`src/hw/rtl/lbg_pkg.sv`:
```
// Shared types and constants for the LED breathing brightness generator.
// No dependencies; lbg_dp, lbg_ctrl and the top refer to it by scoped names.
`timescale 1ns / 1ps

package lbg_pkg;

    // Register indexes on the configuration port
    localparam logic [2:0] CFG_MODE   = 3'd0;
    localparam logic [2:0] CFG_LOW    = 3'd1;
    localparam logic [2:0] CFG_HIGH   = 3'd2;
    localparam logic [2:0] CFG_PERIOD = 3'd3;
    localparam logic [2:0] CFG_COLOR  = 3'd4;

    // Mode codes
    localparam logic [1:0] MODE_OFF     = 2'd0;
    localparam logic [1:0] MODE_SOLID   = 2'd1;
    localparam logic [1:0] MODE_BREATHE = 2'd2;

    localparam logic [6:0]  PCT_MAX  = 7'd100;
    localparam logic [10:0] Q_ONE    = 11'd1024;
    localparam logic [10:0] Q_HALF   = 11'd512;
    // floor(x / 100) == (x * 5243) >> 19 for every x below 43690
    localparam logic [12:0] RECIP_100   = 13'd5243;
    localparam int          RECIP_SHIFT = 19;

    // Channel select for the scaling steps
    localparam logic [1:0] CH_GREEN = 2'd0;
    localparam logic [1:0] CH_RED   = 2'd1;
    localparam logic [1:0] CH_BLUE  = 2'd2;

    typedef enum logic [8:0] {
        S_IDLE  = 9'b000000001,
        S_MOD   = 9'b000000010,
        S_QST   = 9'b000000100,
        S_QDIV  = 9'b000001000,
        S_SQ    = 9'b000010000,
        S_LVL   = 9'b000100000,
        S_PROD  = 9'b001000000,
        S_RECIP = 9'b010000000,
        S_LOAD  = 9'b100000000
    } t_state;

    typedef struct packed {
        logic       start_mod;
        logic       cap_phase;
        logic       start_q;
        logic       do_sq;
        logic       lvl_breathe;
        logic       lvl_simple;
        logic       prod;
        logic       recip;
        logic [1:0] ch_sel;
        logic       load_out;
    } t_cmd;

    typedef struct packed {
        logic breathe;
        logic div_done;
        logic out_free;
    } t_status;

endpackage

```
`src/hw/rtl/lbg_div.sv`:
```
// Restoring divider, one quotient bit per cycle: 32-bit dividend, 16-bit divisor.
// Depends on nothing; instantiated by lbg_dp.
`timescale 1ns / 1ps

module lbg_div (
    input  logic        i_clk,
    input  logic        i_rst_n,
    input  logic        i_start,
    input  logic [31:0] i_dividend,
    input  logic [15:0] i_divisor,
    output logic        o_done,
    output logic [31:0] o_quotient,
    output logic [15:0] o_remainder
);

    logic        r_busy, n_busy;
    logic        r_done, n_done;
    logic [4:0]  r_cnt, n_cnt;
    logic [31:0] r_quo, n_quo;
    logic [15:0] r_rem, n_rem;
    logic [15:0] r_dsr, n_dsr;
    logic [16:0] rem_sh;
    logic        ge;

    assign rem_sh = {r_rem, r_quo[31]};
    assign ge     = rem_sh >= {1'b0, r_dsr};

    always_comb begin
        n_busy = r_busy;
        n_done = 1'b0;
        n_cnt  = r_cnt;
        n_quo  = r_quo;
        n_rem  = r_rem;
        n_dsr  = r_dsr;
        if (i_start) begin
            n_busy = 1'b1;
            n_cnt  = 5'd31;
            n_quo  = i_dividend;
            n_rem  = '0;
            n_dsr  = i_divisor;
        end else if (r_busy) begin
            // shift one dividend bit in, subtract when it fits
            n_rem = ge ? 16'(rem_sh - {1'b0, r_dsr}) : rem_sh[15:0];
            n_quo = {r_quo[30:0], ge};
            n_cnt = r_cnt - 5'd1;
            if (r_cnt == 5'd0) begin
                n_busy = 1'b0;
                n_done = 1'b1;
            end
        end
    end

    always_ff @(posedge i_clk) begin
        if (!i_rst_n) begin
            r_busy <= 1'b0;
            r_done <= 1'b0;
            r_cnt  <= '0;
        end else begin
            r_busy <= n_busy;
            r_done <= n_done;
            r_cnt  <= n_cnt;
        end
        r_quo <= n_quo;
        r_rem <= n_rem;
        r_dsr <= n_dsr;
    end

    assign o_done      = r_done;
    assign o_quotient  = r_quo;
    assign o_remainder = r_rem;

endmodule

```
`src/hw/rtl/lbg_dp.sv`:
```
// Datapath: configuration registers, elapsed time, easing math, channel scaling
// and the output register. Depends on lbg_pkg and lbg_div.
`timescale 1ns / 1ps

module lbg_dp #(
    parameter int STEP_MS = 80
) (
    input  logic             i_clk,
    input  logic             i_rst_n,
    input  logic             i_cfg_we,
    input  logic [2:0]       i_cfg_idx,
    input  logic [23:0]      i_cfg_data,
    input  lbg_pkg::t_cmd    i_cmd,
    output lbg_pkg::t_status o_status,
    output logic             o_m_valid,
    input  logic             i_m_ready,
    output logic [31:0]      o_m_data
);

    logic [1:0]  r_mode;
    logic [6:0]  r_low, r_high;
    logic [15:0] r_period;
    logic [23:0] r_color;
    logic [31:0] r_elapsed;
    logic [15:0] r_phase;
    logic [20:0] r_sq;
    logic        r_qlow;
    logic [6:0]  r_level;
    logic [14:0] r_prod;
    logic [7:0]  r_chan [3];
    logic        r_out_valid;
    logic [31:0] r_out_data;

    logic [6:0]  cfg_pct, lo, hi;
    logic [14:0] half;
    logic [15:0] tri_val;
    logic        div_start, div_done;
    logic [31:0] div_dividend, div_quo;
    logic [15:0] div_divisor, div_rem;
    logic [10:0] qc, qa, ease;
    logic [17:0] span_prod;
    logic [7:0]  ch_byte;
    logic [27:0] recip_prod;
    logic [6:0]  simple_level;

    assign cfg_pct = (i_cfg_data[6:0] > lbg_pkg::PCT_MAX) ? lbg_pkg::PCT_MAX : i_cfg_data[6:0];
    assign lo      = (r_low < r_high) ? r_low : r_high;
    assign hi      = (r_low < r_high) ? r_high : r_low;
    assign half    = r_period[15:1];
    assign tri_val = (r_phase <= {1'b0, half}) ? r_phase : r_period - r_phase;

    // mod pass: elapsed % period; q pass: tri * 1024 / half
    assign div_start    = i_cmd.start_mod | i_cmd.start_q;
    assign div_dividend = i_cmd.start_mod ? r_elapsed : {6'd0, tri_val, 10'd0};
    assign div_divisor  = i_cmd.start_mod ? r_period : {1'b0, half};

    lbg_div u_div (
        .i_clk       (i_clk),
        .i_rst_n     (i_rst_n),
        .i_start     (div_start),
        .i_dividend  (div_dividend),
        .i_divisor   (div_divisor),
        .o_done      (div_done),
        .o_quotient  (div_quo),
        .o_remainder (div_rem)
    );

    assign qc   = (div_quo > {21'd0, lbg_pkg::Q_ONE}) ? lbg_pkg::Q_ONE : div_quo[10:0];
    assign qa   = (qc < lbg_pkg::Q_HALF) ? qc : lbg_pkg::Q_ONE - qc;
    assign ease = r_qlow ? r_sq[19:9] : lbg_pkg::Q_ONE - r_sq[19:9];
    assign span_prod = 18'(hi - lo) * 18'(ease);

    always_comb begin
        case (r_mode)
            lbg_pkg::MODE_SOLID:   simple_level = hi;
            lbg_pkg::MODE_BREATHE: simple_level = (r_period == 16'd1) ? lo : 7'd0;
            default:               simple_level = 7'd0;
        endcase
    end

    always_comb begin
        case (i_cmd.ch_sel)
            lbg_pkg::CH_GREEN: ch_byte = r_color[15:8];
            lbg_pkg::CH_RED:   ch_byte = r_color[23:16];
            default:           ch_byte = r_color[7:0];
        endcase
    end

    assign recip_prod = 28'(r_prod) * 28'(lbg_pkg::RECIP_100);

    always_ff @(posedge i_clk) begin
        if (!i_rst_n) begin
            r_mode      <= lbg_pkg::MODE_OFF;
            r_low       <= '0;
            r_high      <= '0;
            r_period    <= '0;
            r_color     <= '0;
            r_elapsed   <= '0;
            r_out_valid <= 1'b0;
        end else begin
            if (i_cfg_we) begin
                case (i_cfg_idx)
                    lbg_pkg::CFG_MODE:   r_mode   <= i_cfg_data[1:0];
                    lbg_pkg::CFG_LOW:    r_low    <= cfg_pct;
                    lbg_pkg::CFG_HIGH:   r_high   <= cfg_pct;
                    lbg_pkg::CFG_PERIOD: r_period <= i_cfg_data[15:0];
                    lbg_pkg::CFG_COLOR:  r_color  <= i_cfg_data;
                    default: ;
                endcase
            end
            if (i_cmd.load_out) begin
                r_out_valid <= 1'b1;
                r_elapsed   <= r_elapsed + 32'(STEP_MS);
            end else if (i_m_ready) begin
                r_out_valid <= 1'b0;
            end
        end
    end

    always_ff @(posedge i_clk) begin
        if (i_cmd.cap_phase)   r_phase <= div_rem;
        if (i_cmd.do_sq) begin
            r_sq   <= 21'(qa) * 21'(qa);
            r_qlow <= qc < lbg_pkg::Q_HALF;
        end
        if (i_cmd.lvl_simple)  r_level <= simple_level;
        if (i_cmd.lvl_breathe) r_level <= lo + span_prod[16:10];
        if (i_cmd.prod)        r_prod  <= 15'(ch_byte) * 15'(r_level);
        if (i_cmd.recip)       r_chan[i_cmd.ch_sel] <= recip_prod[lbg_pkg::RECIP_SHIFT +: 8];
        if (i_cmd.load_out)    r_out_data <= {1'b0, r_level, r_chan[2], r_chan[1], r_chan[0]};
    end

    assign o_status.breathe  = (r_mode == lbg_pkg::MODE_BREATHE) && (r_period > 16'd1);
    assign o_status.div_done = div_done;
    assign o_status.out_free = !r_out_valid || i_m_ready;
    assign o_m_valid = r_out_valid;
    assign o_m_data  = r_out_data;

endmodule

```
`src/hw/rtl/lbg_ctrl.sv`:
```
// Controller: sequences one refresh through the datapath steps.
// Depends on lbg_pkg.
`timescale 1ns / 1ps

module lbg_ctrl (
    input  logic             i_clk,
    input  logic             i_rst_n,
    input  logic             i_s_valid,
    input  logic             i_tick,
    output logic             o_s_ready,
    output lbg_pkg::t_cmd    o_cmd,
    input  lbg_pkg::t_status i_status
);

    lbg_pkg::t_state r_state, n_state;
    logic [1:0]      r_ch, n_ch;

    always_comb begin
        n_state = r_state;
        n_ch    = r_ch;
        o_cmd   = '0;
        o_cmd.ch_sel = r_ch;
        o_s_ready = 1'b0;
        case (r_state)
            lbg_pkg::S_IDLE: begin
                o_s_ready = 1'b1;
                n_ch = lbg_pkg::CH_GREEN;
                if (i_s_valid && i_tick) begin
                    if (i_status.breathe) begin
                        o_cmd.start_mod = 1'b1;
                        n_state = lbg_pkg::S_MOD;
                    end else begin
                        o_cmd.lvl_simple = 1'b1;
                        n_state = lbg_pkg::S_PROD;
                    end
                end
            end
            lbg_pkg::S_MOD: begin
                if (i_status.div_done) begin
                    o_cmd.cap_phase = 1'b1;
                    n_state = lbg_pkg::S_QST;
                end
            end
            lbg_pkg::S_QST: begin
                o_cmd.start_q = 1'b1;
                n_state = lbg_pkg::S_QDIV;
            end
            lbg_pkg::S_QDIV: begin
                if (i_status.div_done) n_state = lbg_pkg::S_SQ;
            end
            lbg_pkg::S_SQ: begin
                o_cmd.do_sq = 1'b1;
                n_state = lbg_pkg::S_LVL;
            end
            lbg_pkg::S_LVL: begin
                o_cmd.lvl_breathe = 1'b1;
                n_state = lbg_pkg::S_PROD;
            end
            lbg_pkg::S_PROD: begin
                o_cmd.prod = 1'b1;
                n_state = lbg_pkg::S_RECIP;
            end
            lbg_pkg::S_RECIP: begin
                o_cmd.recip = 1'b1;
                if (r_ch == lbg_pkg::CH_BLUE) begin
                    n_state = lbg_pkg::S_LOAD;
                end else begin
                    n_ch = r_ch + 2'd1;
                    n_state = lbg_pkg::S_PROD;
                end
            end
            lbg_pkg::S_LOAD: begin
                if (i_status.out_free) begin
                    o_cmd.load_out = 1'b1;
                    n_state = lbg_pkg::S_IDLE;
                end
            end
            default: n_state = lbg_pkg::S_IDLE;
        endcase
    end

    always_ff @(posedge i_clk) begin
        if (!i_rst_n) begin
            r_state <= lbg_pkg::S_IDLE;
            r_ch    <= lbg_pkg::CH_GREEN;
        end else begin
            r_state <= n_state;
            r_ch    <= n_ch;
        end
    end

endmodule

```
`src/hw/rtl/led_breathing_brightness_generator_unit.sv`:
```
// Top level of the LED breathing brightness generator.
// Depends on lbg_pkg, lbg_ctrl, lbg_dp (which holds lbg_div).
`timescale 1ns / 1ps

// Usage:
//   Slave stream carries refresh ticks: tdata[0] = tick. An item with tick low
//   is taken and dropped without a result. Each item with tick high yields one
//   master item: tdata[7:0] green, [15:8] red, [23:16] blue, [30:24] level %.
//   Write the configuration port (mode, low_level, high_level, period_ms,
//   color at indexes 0..4) only while no refresh is in progress.
//   From accepted tick to master tvalid, off / solid modes and breathing
//   with period below 2 run level, scale and reciprocal steps, then load;
//   breathing first runs two 32-step passes of the shared bit-serial
//   divider (elapsed % period, then tri * 1024 / half).
//   Ticks are accepted only in idle, not while a refresh is under way.
//   The result sits in an output register, so a new tick is taken while the
//   previous result waits; if the receiver still stalls when the next result
//   is done, the controller holds it and stops accepting ticks.
//   Elapsed time advances by STEP_MS when a result enters the output register.
//   Synchronous reset clears mode (to off), levels, period, color, elapsed
//   time and controller state, and empties the output register.

module led_breathing_brightness_generator_unit #(
    parameter int STEP_MS = 80
) (
    input  logic        i_clk,
    input  logic        i_rst_n,
    // tick stream
    input  logic        i_s_axis_tvalid,
    output logic        o_s_axis_tready,
    input  logic [7:0]  i_s_axis_tdata,   // [0] tick, [7:1] zero
    // color stream
    output logic        o_m_axis_tvalid,
    input  logic        i_m_axis_tready,
    output logic [31:0] o_m_axis_tdata,   // [7:0] green, [15:8] red, [23:16] blue,
                                          // [30:24] level, [31] zero
    // configuration writes
    input  logic        i_cfg_we,
    input  logic [2:0]  i_cfg_idx,
    input  logic [23:0] i_cfg_data
);

    lbg_pkg::t_cmd    cmd;
    lbg_pkg::t_status status;

    // Sequence the refresh steps
    lbg_ctrl u_ctrl (
        .i_clk     (i_clk),
        .i_rst_n   (i_rst_n),
        .i_s_valid (i_s_axis_tvalid),
        .i_tick    (i_s_axis_tdata[0]),
        .o_s_ready (o_s_axis_tready),
        .o_cmd     (cmd),
        .i_status  (status)
    );

    // Hold config and state, do the arithmetic, drive the result stream
    lbg_dp #(
        .STEP_MS (STEP_MS)
    ) u_dp (
        .i_clk      (i_clk),
        .i_rst_n    (i_rst_n),
        .i_cfg_we   (i_cfg_we),
        .i_cfg_idx  (i_cfg_idx),
        .i_cfg_data (i_cfg_data),
        .i_cmd      (cmd),
        .o_status   (status),
        .o_m_valid  (o_m_axis_tvalid),
        .i_m_ready  (i_m_axis_tready),
        .o_m_data   (o_m_axis_tdata)
    );

endmodule

```
`config.mk`:
```
export PLATFORM = sky130hd
export DESIGN_NAME = led_breathing_brightness_generator_unit
export DESIGN_NICKNAME = d
export VERILOG_FILES = /design/src/hw/rtl/lbg_pkg.sv /design/src/hw/rtl/lbg_div.sv /design/src/hw/rtl/lbg_dp.sv /design/src/hw/rtl/lbg_ctrl.sv /design/src/hw/rtl/led_breathing_brightness_generator_unit.sv
export SDC_FILE = /design/constraint.sdc
export NUM_CORES = 1
export LEC_CHECK = 0
export BUFFER_PORTS_ARGS = -buffer_cell sky130_fd_sc_hd__buf_2
export CAP_MARGIN = 20
export CORE_MARGIN = 3
export CORE_UTILIZATION = 50
export DETAILED_ROUTE_END_ITERATION = 10
export PLACE_DENSITY = 0.66
export SETUP_SLACK_MARGIN = 0.05
export SLEW_MARGIN = 20
export SYNTH_ARGS = -nofsm -noshare
export SYNTH_HDL_FRONTEND = slang
export SYNTH_SLANG_ARGS = --single-unit
```
`constraint.sdc`:
```
create_clock -name i_clk -period 26.9 [get_ports i_clk]
set_input_delay 8.07 -clock i_clk [delete_from_list [all_inputs] [get_ports i_clk]]
set_output_delay 8.07 -clock i_clk [all_outputs]
set_load 0.01 [all_outputs]
```
# After elaboration in Yosys (flattened, before gate mapping)
# Memory sizes are Yosys's and may differ from the RTL's. A register that Yosys moved wholly into a read port is not among the register bits.
# Cells that the tools add are included.
[word_totals]
ff_bits = 261
ram_bits = 24
input_bits = 40
output_inout_bits = 34
n_memories = 1
[op_classes]
add_sub_neg = 9
multipliers = 4
magnitude_cmp = 7
n_eq_ne = 23
mux = 52
bitwise = 3
n_reduce_logical = 19
[memory_table]
columns = ["memory", "depth", "width", "read_ports", "rd_ports_with_merged_regs", "wr", "line_no", "text"]
rows = [
  ["u_dp.r_chan", 3, 8, 3, 3, 1, "lbg_dp.sv:30", "logic [7:0] r_chan [3];"],
]
[op_table]
columns = ["op", "n"]
rows = [
  ["$mux 32", 3],
  ["$pmux 9 s9", 1],
  ["$mux 7", 7],
  ["$mux 9", 5],
  ["$mux 11", 3],
  ["$add 32x7->32 const B", 1],
  ["$gt 32x11->1 const B", 1],
  ["$mux 16", 2],
  ["$sub 16x16->16", 2],
  ["$mul 15x13->27 const B", 1],
  ["$mux 1", 24],
  ["$sub 11x11->11 const A", 2],
  ["$mul 11x11->20", 1],
  ["$mul 18x11->17", 1],
  ["$ge 17x16->1", 1],
  ["$eq 16x1->1 const B", 1],
  ["$gt 16x1->1 const B", 1],
  ["$le 16x15->1", 1],
  ["$pmux 8 s2", 1],
  ["$mul 8x7->15", 1],
  ["$mux 15", 1],
  ["$pmux 7 s2", 1],
  ["$reduce_and 2->1", 6],
  ["$lt 11x10->1 const B", 1],
  ["36 further kinds", 48],
]

# Depth between registers and ports, before layout
[logic_depth]
ltp_word = 7
mapped_depth = 41
ltp_nobuf = 40

# By module
# From an unflattened synthesis, not the netlist that was laid out.
[hier_totals]
cells_unflattened = 2616
hier_area_um2 = 25042.8
[by_module_without_submodules]
columns = ["module", "instances", "cells_per_inst", "area_per_inst_um2"]
rows = [
  ["lbg_dp", 1, 2173, 20357.0],
  ["lbg_div", 1, 351, 3891.2],
  ["lbg_ctrl", 1, 92, 794.5],
]

# Least setup slack after synthesis
# Ideal clock, no wire load.
[synth_path]
path_type = "input port to flip-flop"
startpoint = "input i_m_axis_tready"
endpoint = "register u_dp.r_elapsed[28]"
setup_time_ps = 115
arrival_time_ps = 10915
setup_slack_ps = 15870
cell_stages = 9
path_cell_list = "nor2b_1 > nor4_4 > o211ai_1 > nor3_1 > and2_1 > and2b_1 > nand3_1 > xnor2_1 > and2_1"
[synth_rtl]
columns = ["element", "line_no", "text"]
rows = [
  ["from (decl)", "led_breathing_brightness_generator_unit.sv:34", "input logic i_m_axis_tready,"],
  ["to (signal assigned)", "lbg_dp.sv:113", "r_elapsed <= r_elapsed + 32'(STEP_MS);"],
  ["to (decl)", "lbg_dp.sv:24", "logic [31:0] r_elapsed;"],
]

# Worst setup path after layout
[layout_path]
startpoint = "register u_ctrl.r_state[4]"
endpoint = "output o_s_axis_tready"
[layout_between]
elab_chain_cells = 2
[layout_rtl]
columns = ["element", "line_no", "text"]
rows = [
  ["from (decl)", "lbg_ctrl.sv:15", "lbg_pkg::t_state r_state, n_state;"],
  ["from (signal assigned)", "lbg_ctrl.sv:84", "r_state <= lbg_pkg::S_IDLE;"],
  ["from (signal assigned)", "lbg_ctrl.sv:87", "r_state <= n_state;"],
  ["$eq 9x1->1", "lbg_ctrl.sv:24", "case (r_state)"],
  ["$mux 1", "lbg_ctrl.sv:24", ""],
  ["to (decl)", "led_breathing_brightness_generator_unit.sv:30", "output logic o_s_axis_tready,"],
]
# Every way passes these cells.

==> flow_results.org <==
** Placed design
- The placed instances occupy a cell area of between 20,000 and 30,000 um^2.
- HPWL Detailed :: roughly 43,000 um
- The congestion estimate from routability-driven global placement came to 0.907.
- Number of port buffers :: 65
- Including well taps, the total number of placed cells is ~3,300.

** Drt
- Post-detailed-route wirelength per cell :: 16.1 um
- For this run, design rule violations remaining after detail routing come to 0.
- Wire length reported by the detailed router :: 54,300 um
- The first detailed-routing pass ran for 5 iterations.
- The first routing iteration left approximately 900 violations.
- Vias per std cell :: 5.29
- In this run the remaining antenna-violating nets after routing total 0.
- The detailed router placed around 18,000 vias in this run.

** Floorplanning
- Count of boundary I/O pins :: 74
- The die covers about 53,000 um^2.
- Num rows :: approximately 80
- After floorplanning, the core was sized to cover roughly 49,000 um^2.
- The initial utilization of the core area, before any placement, comes to 0.508.
- Width of the die :: 229 um
- Y dimension of the die :: about 230 um

** Finish
- With fillers left out, the area of the finished cells amounts to between 20,000 and 30,000 um^2.
- Fraction of final layout cells sized beyond drive strength 1 :: 0.0634
- Relative to the synthesized area, the layout overhead comes to 8.56%.
- The finished layout holds 3,366 standard cells, fillers aside.
- Layout Nets :: 3,229
- The filler cells instantiated in the layout total about 4,300.

** Clock tree
- CTS H-Tree Depth :: 1
- Clock latency reported for the late side of the worst-skew pair :: roughly 0.6 ns
- Clock-pin slew was measured on the worst setup and hold paths at around 0.060 ns.
- Once the clock tree was built, the setup fixing pass inserted 0 buffers.
- Counting the buffers created by CTS gives 30.
- Longest Clk Path Bufs :: 3
- Post-CTS repair changed the size of 0 cells.
- CTS Hold Buffers Added :: 0
- TritonCTS clock tree :: yes
- Total number of clock tree sinks :: 272
- The tree is rooted in a clkbuf_16.

** STA
- Setup repair after global routing left no endpoint under its margin.
- Highest Clock Rate :: between 90 and 100 MHz
- The worst path needs around 10 ns of the cycle, external delays included.
- Number of failing hold endpoints at the final stage :: 0
- The total count of max-transition violations in the final report is 0.
- Setup tns final :: 0 ns
- On the final layout, the worst clock skew is roughly 0.031 ns.
- Slew at the pin closest to its max-slew limit :: slightly above 1 ns
- Setup violations remaining at the end of the flow were counted as 0.
- Final cycle utilization of the critical path :: 0.380
- In this run the tightest slew margin relative to its limit is 0.302.

** Yosys
- Post-synth ARST share :: 0
- For this run, the leading register cell type out of synthesis is edfxtp_1.
- Part of the Yosys area used for sequential elements :: 0.280
- Counting distinct cell types in the post-synthesis netlist gives 86.
- In this run, synthesis produced a sequential element count of roughly 270.
- The Yosys step of the flow raised 0 warnings.
- Averaged over all synthesized cells, the footprint is around 9.5 um^2.
- Count of mapped cells out of synthesis :: between 2,000 and 3,000
- Synthesized cell area :: between 20,000 and 25,000 um^2
- Counting flops with a built-in enable in the synthesized netlist gives ~150.

** GRT
- Global-route wire length before repair :: 91,200 um
- The number of antenna violations at the first check in global routing came to 4.
- After global routing the overflow that remains totals 0.
- Global Route Usage Sum :: 0.210
- Entering global routing, the biggest net connects slightly above 100 pins.
- The via count of the first global-routing pass is ~19,000.

** Run status
- The flow ran to the end, and the final reports show no timing, DRC or antenna violations.

** Pwr
- For this design the static power due to leakage is roughly 12 nW.
- Total internal power :: approximately 0.001 W
- Logic gate share of total power :: 0.424
- Summed over all nets, the switching power comes to about 0.00056 W.
- Clock Power Share :: 0.275
- VDD sags by at most between 0.05 and 0.06 mV.
- Register share of total power :: 0.301
- Pwr per Cell Area :: between 50 and 60 nW/um^2
- Of the total power, the share spent switching nets is 0.357.

** Worst setup path
- Kind of cell adding the most delay to the critical path :: simple AND/OR/NAND/NOR gates
- Of all nets on the critical path, the largest fanout is 5.
- Worst Path Required :: 18.83 ns
- Data arrival at the endpoint of the critical path :: approximately 2.2 ns
- Highest cell delay on the worst timing path :: 0.49 ns
- Walking the worst path, the cells encountered are or3_1 > nor3_1 > nand3_1 > inv_1 > buf_2.
- STA classifies the critical path startpoint as a flip-flop.
- Master of the slowest instance on the critical path :: or3_1
- Setup Crit Path Kind :: flip-flop to output port
- Buffer and inverter count on the worst path :: 2
- The worst setup path is captured at an output port.

** Min path
- The worst hold path belongs to the class flip-flop to flip-flop.

** Job
- Max-cap violations in this run came to 0.
==> cell usage in the layout, fill, tap and decap left out, types with 18 or more instances in the layout <==
cell / instances
dfxtp_1: 118
a21o_1: 20
nand2_1: 299
a21oi_1: 82
nand2b_1: 18
ha_1: 275
a22oi_1: 30
edfxtp_1: 153
o21ai_0: 83
or3_1: 20
fa_1: 240
nor2b_1: 45
xnor2_1: 91
inv_1: 449
a21boi_0: 53
nor2_1: 138
buf_2: 65
clkbuf_16: 30
and3_1: 23
nor3_1: 48
and2_1: 68
mux2i_1: 27
xor2_1: 32
nand3_1: 51
==> cell families (layout without fill, tap and decap cells) <==
group | after synthesis | in the layout | synth area share
xor gates and xnor gates | 124 | 124 | 0.0441
buffers and inverters | 514 | 581 | 0.0776
AOI/OAI and AO/OA | 371 | 371 | 0.101
DFF | 272 | 272 | 0.280
other | 2 | 19 | 0.000301
adders and majority gates | 515 | 515 | 0.331
and+or+nand+nor | 784 | 784 | 0.152
muxes | 36 | 36 | 0.0149
==> area by class of cell <==
cell class	count	area (um^2)	area share
multi-input cells	1845	16100	0.595
flip-flops and latches	272	6980	0.258
inverters	449	1690	0.0622
well taps	664	831	0.0307
clock buffers	31	754	0.0279
repair buffers	76	408	0.0151
clock inverters	25	294	0.0109
diodes	4	10.0	0.000370
==> path summary, 6_finish.rpt <==
| path | from | end | slack, ns | cells past startpoint |
|---|---|---|---|---|
| setup / recovery | u_ctrl.r_state[4]$_SDFFE_PN0P_ | o_s_axis_tready | 16.67 | 5 |
| hold / removal | u_dp.r_chan[1][3]$_DFFE_PP_ | o_m_axis_tdata[11]$_DFFE_PP_ | 0.42 | 0 |
| hold reg to reg | u_dp.r_chan[1][3]$_DFFE_PP_ | o_m_axis_tdata[11]$_DFFE_PP_ | 0.42 | 0 |
| setup reg to reg | u_dp.r_high[2]$_SDFFE_PN0P_ | u_dp.r_level[6]$_DFFE_PP_ | 17.00 | 37 |
==> worst register-to-register path: cells and delay by family (launching register included) <==
family	cells	cell delay, ns
buffers and inverters	4	0.23
muxes	1	0.29
and+or+nand+nor	7	0.95
adders and majority gates	8	3.38
DFF	1	0.41
xor gates and xnor gates	5	1.58
AOI/OAI and AO/OA	12	2.85
==> power groups by stage <==
| stage | clock (W) | sequential, W | combinational, W |
|---|---|---|---|
| after floorplan | 0 | 0.000473 | 0.000523 |
| after global placement | 0 | 0.000478 | 0.000650 |
| after detailed placement | 0 | 0.000478 | 0.000670 |
| after CTS | 0.000440 | 0.000469 | 0.000676 |
| after global routing | 0.000455 | 0.000471 | 0.000769 |
| final | 0.000429 | 0.000470 | 0.000663 |
==> state kept, by name, indices dropped and copies added (netlist names), 5 cells and up <==
| signal | cells |
|---|---|
| o_m_axis_tdata | 24 |
| u_ctrl.r_state | 9 |
| u_dp.o_m_data | 7 |
| u_dp.r_chan | 24 |
| u_dp.r_color | 24 |
| u_dp.r_elapsed | 28 |
| u_dp.r_high | 7 |
| u_dp.r_level | 7 |
| u_dp.r_low | 7 |
| u_dp.r_period | 16 |
| u_dp.r_phase | 16 |
| u_dp.r_prod | 15 |
| u_dp.r_sq | 11 |
| u_dp.u_div.o_quotient | 32 |
| u_dp.u_div.o_remainder | 16 |
| u_dp.u_div.r_cnt | 5 |
| u_dp.u_div.r_dsr | 16 |
==> Yosys cell counts, types with 23 or more instances <==
cell type | count | area (um^2)
inv_1 | 449 | 1690
and3_1 | 23 | 144
nor2_1 | 139 | 522
nor3_1 | 51 | 255
edfxtp_1 | 153 | 4590
mux2i_1 | 27 | 270
dfxtp_1 | 119 | 2380
a21oi_1 | 82 | 410
o21ai_0 | 84 | 420
nand2_1 | 299 | 1120
nand3_1 | 51 | 255
fa_1 | 240 | 4800
xor2_1 | 32 | 280
and2_1 | 68 | 425
a22oi_1 | 30 | 225
xnor2_1 | 91 | 797
nor2b_1 | 45 | 282
a21boi_0 | 53 | 398
ha_1 | 275 | 3440
clkbuf_1 | 58 | 218
==> routing by layer <==
layer  share of wire  global-route usage
met2            0.48               0.358
met1            0.46               0.284
met3           0.035              0.0203
met4           0.027              0.0633
met5               0                   0
==> per-stage QoR <==
stage	worst slack [ns]	total power [W]	hold slack, ns	utilization
2_1_floorplan	15.87	0.000996	0.400	-
3_3_place_gp	16.30	0.00113	0.401	0.529
3_5_place_dp	16.25	0.00115	0.405	0.529
4_1_cts	16.66	0.00158	0.419	0.550
5_1_grt	16.27	0.00170	0.427	0.551
6_report	16.67	0.00156	0.418	0.551
Note: power is estimated with default switching activity, not from simulation.
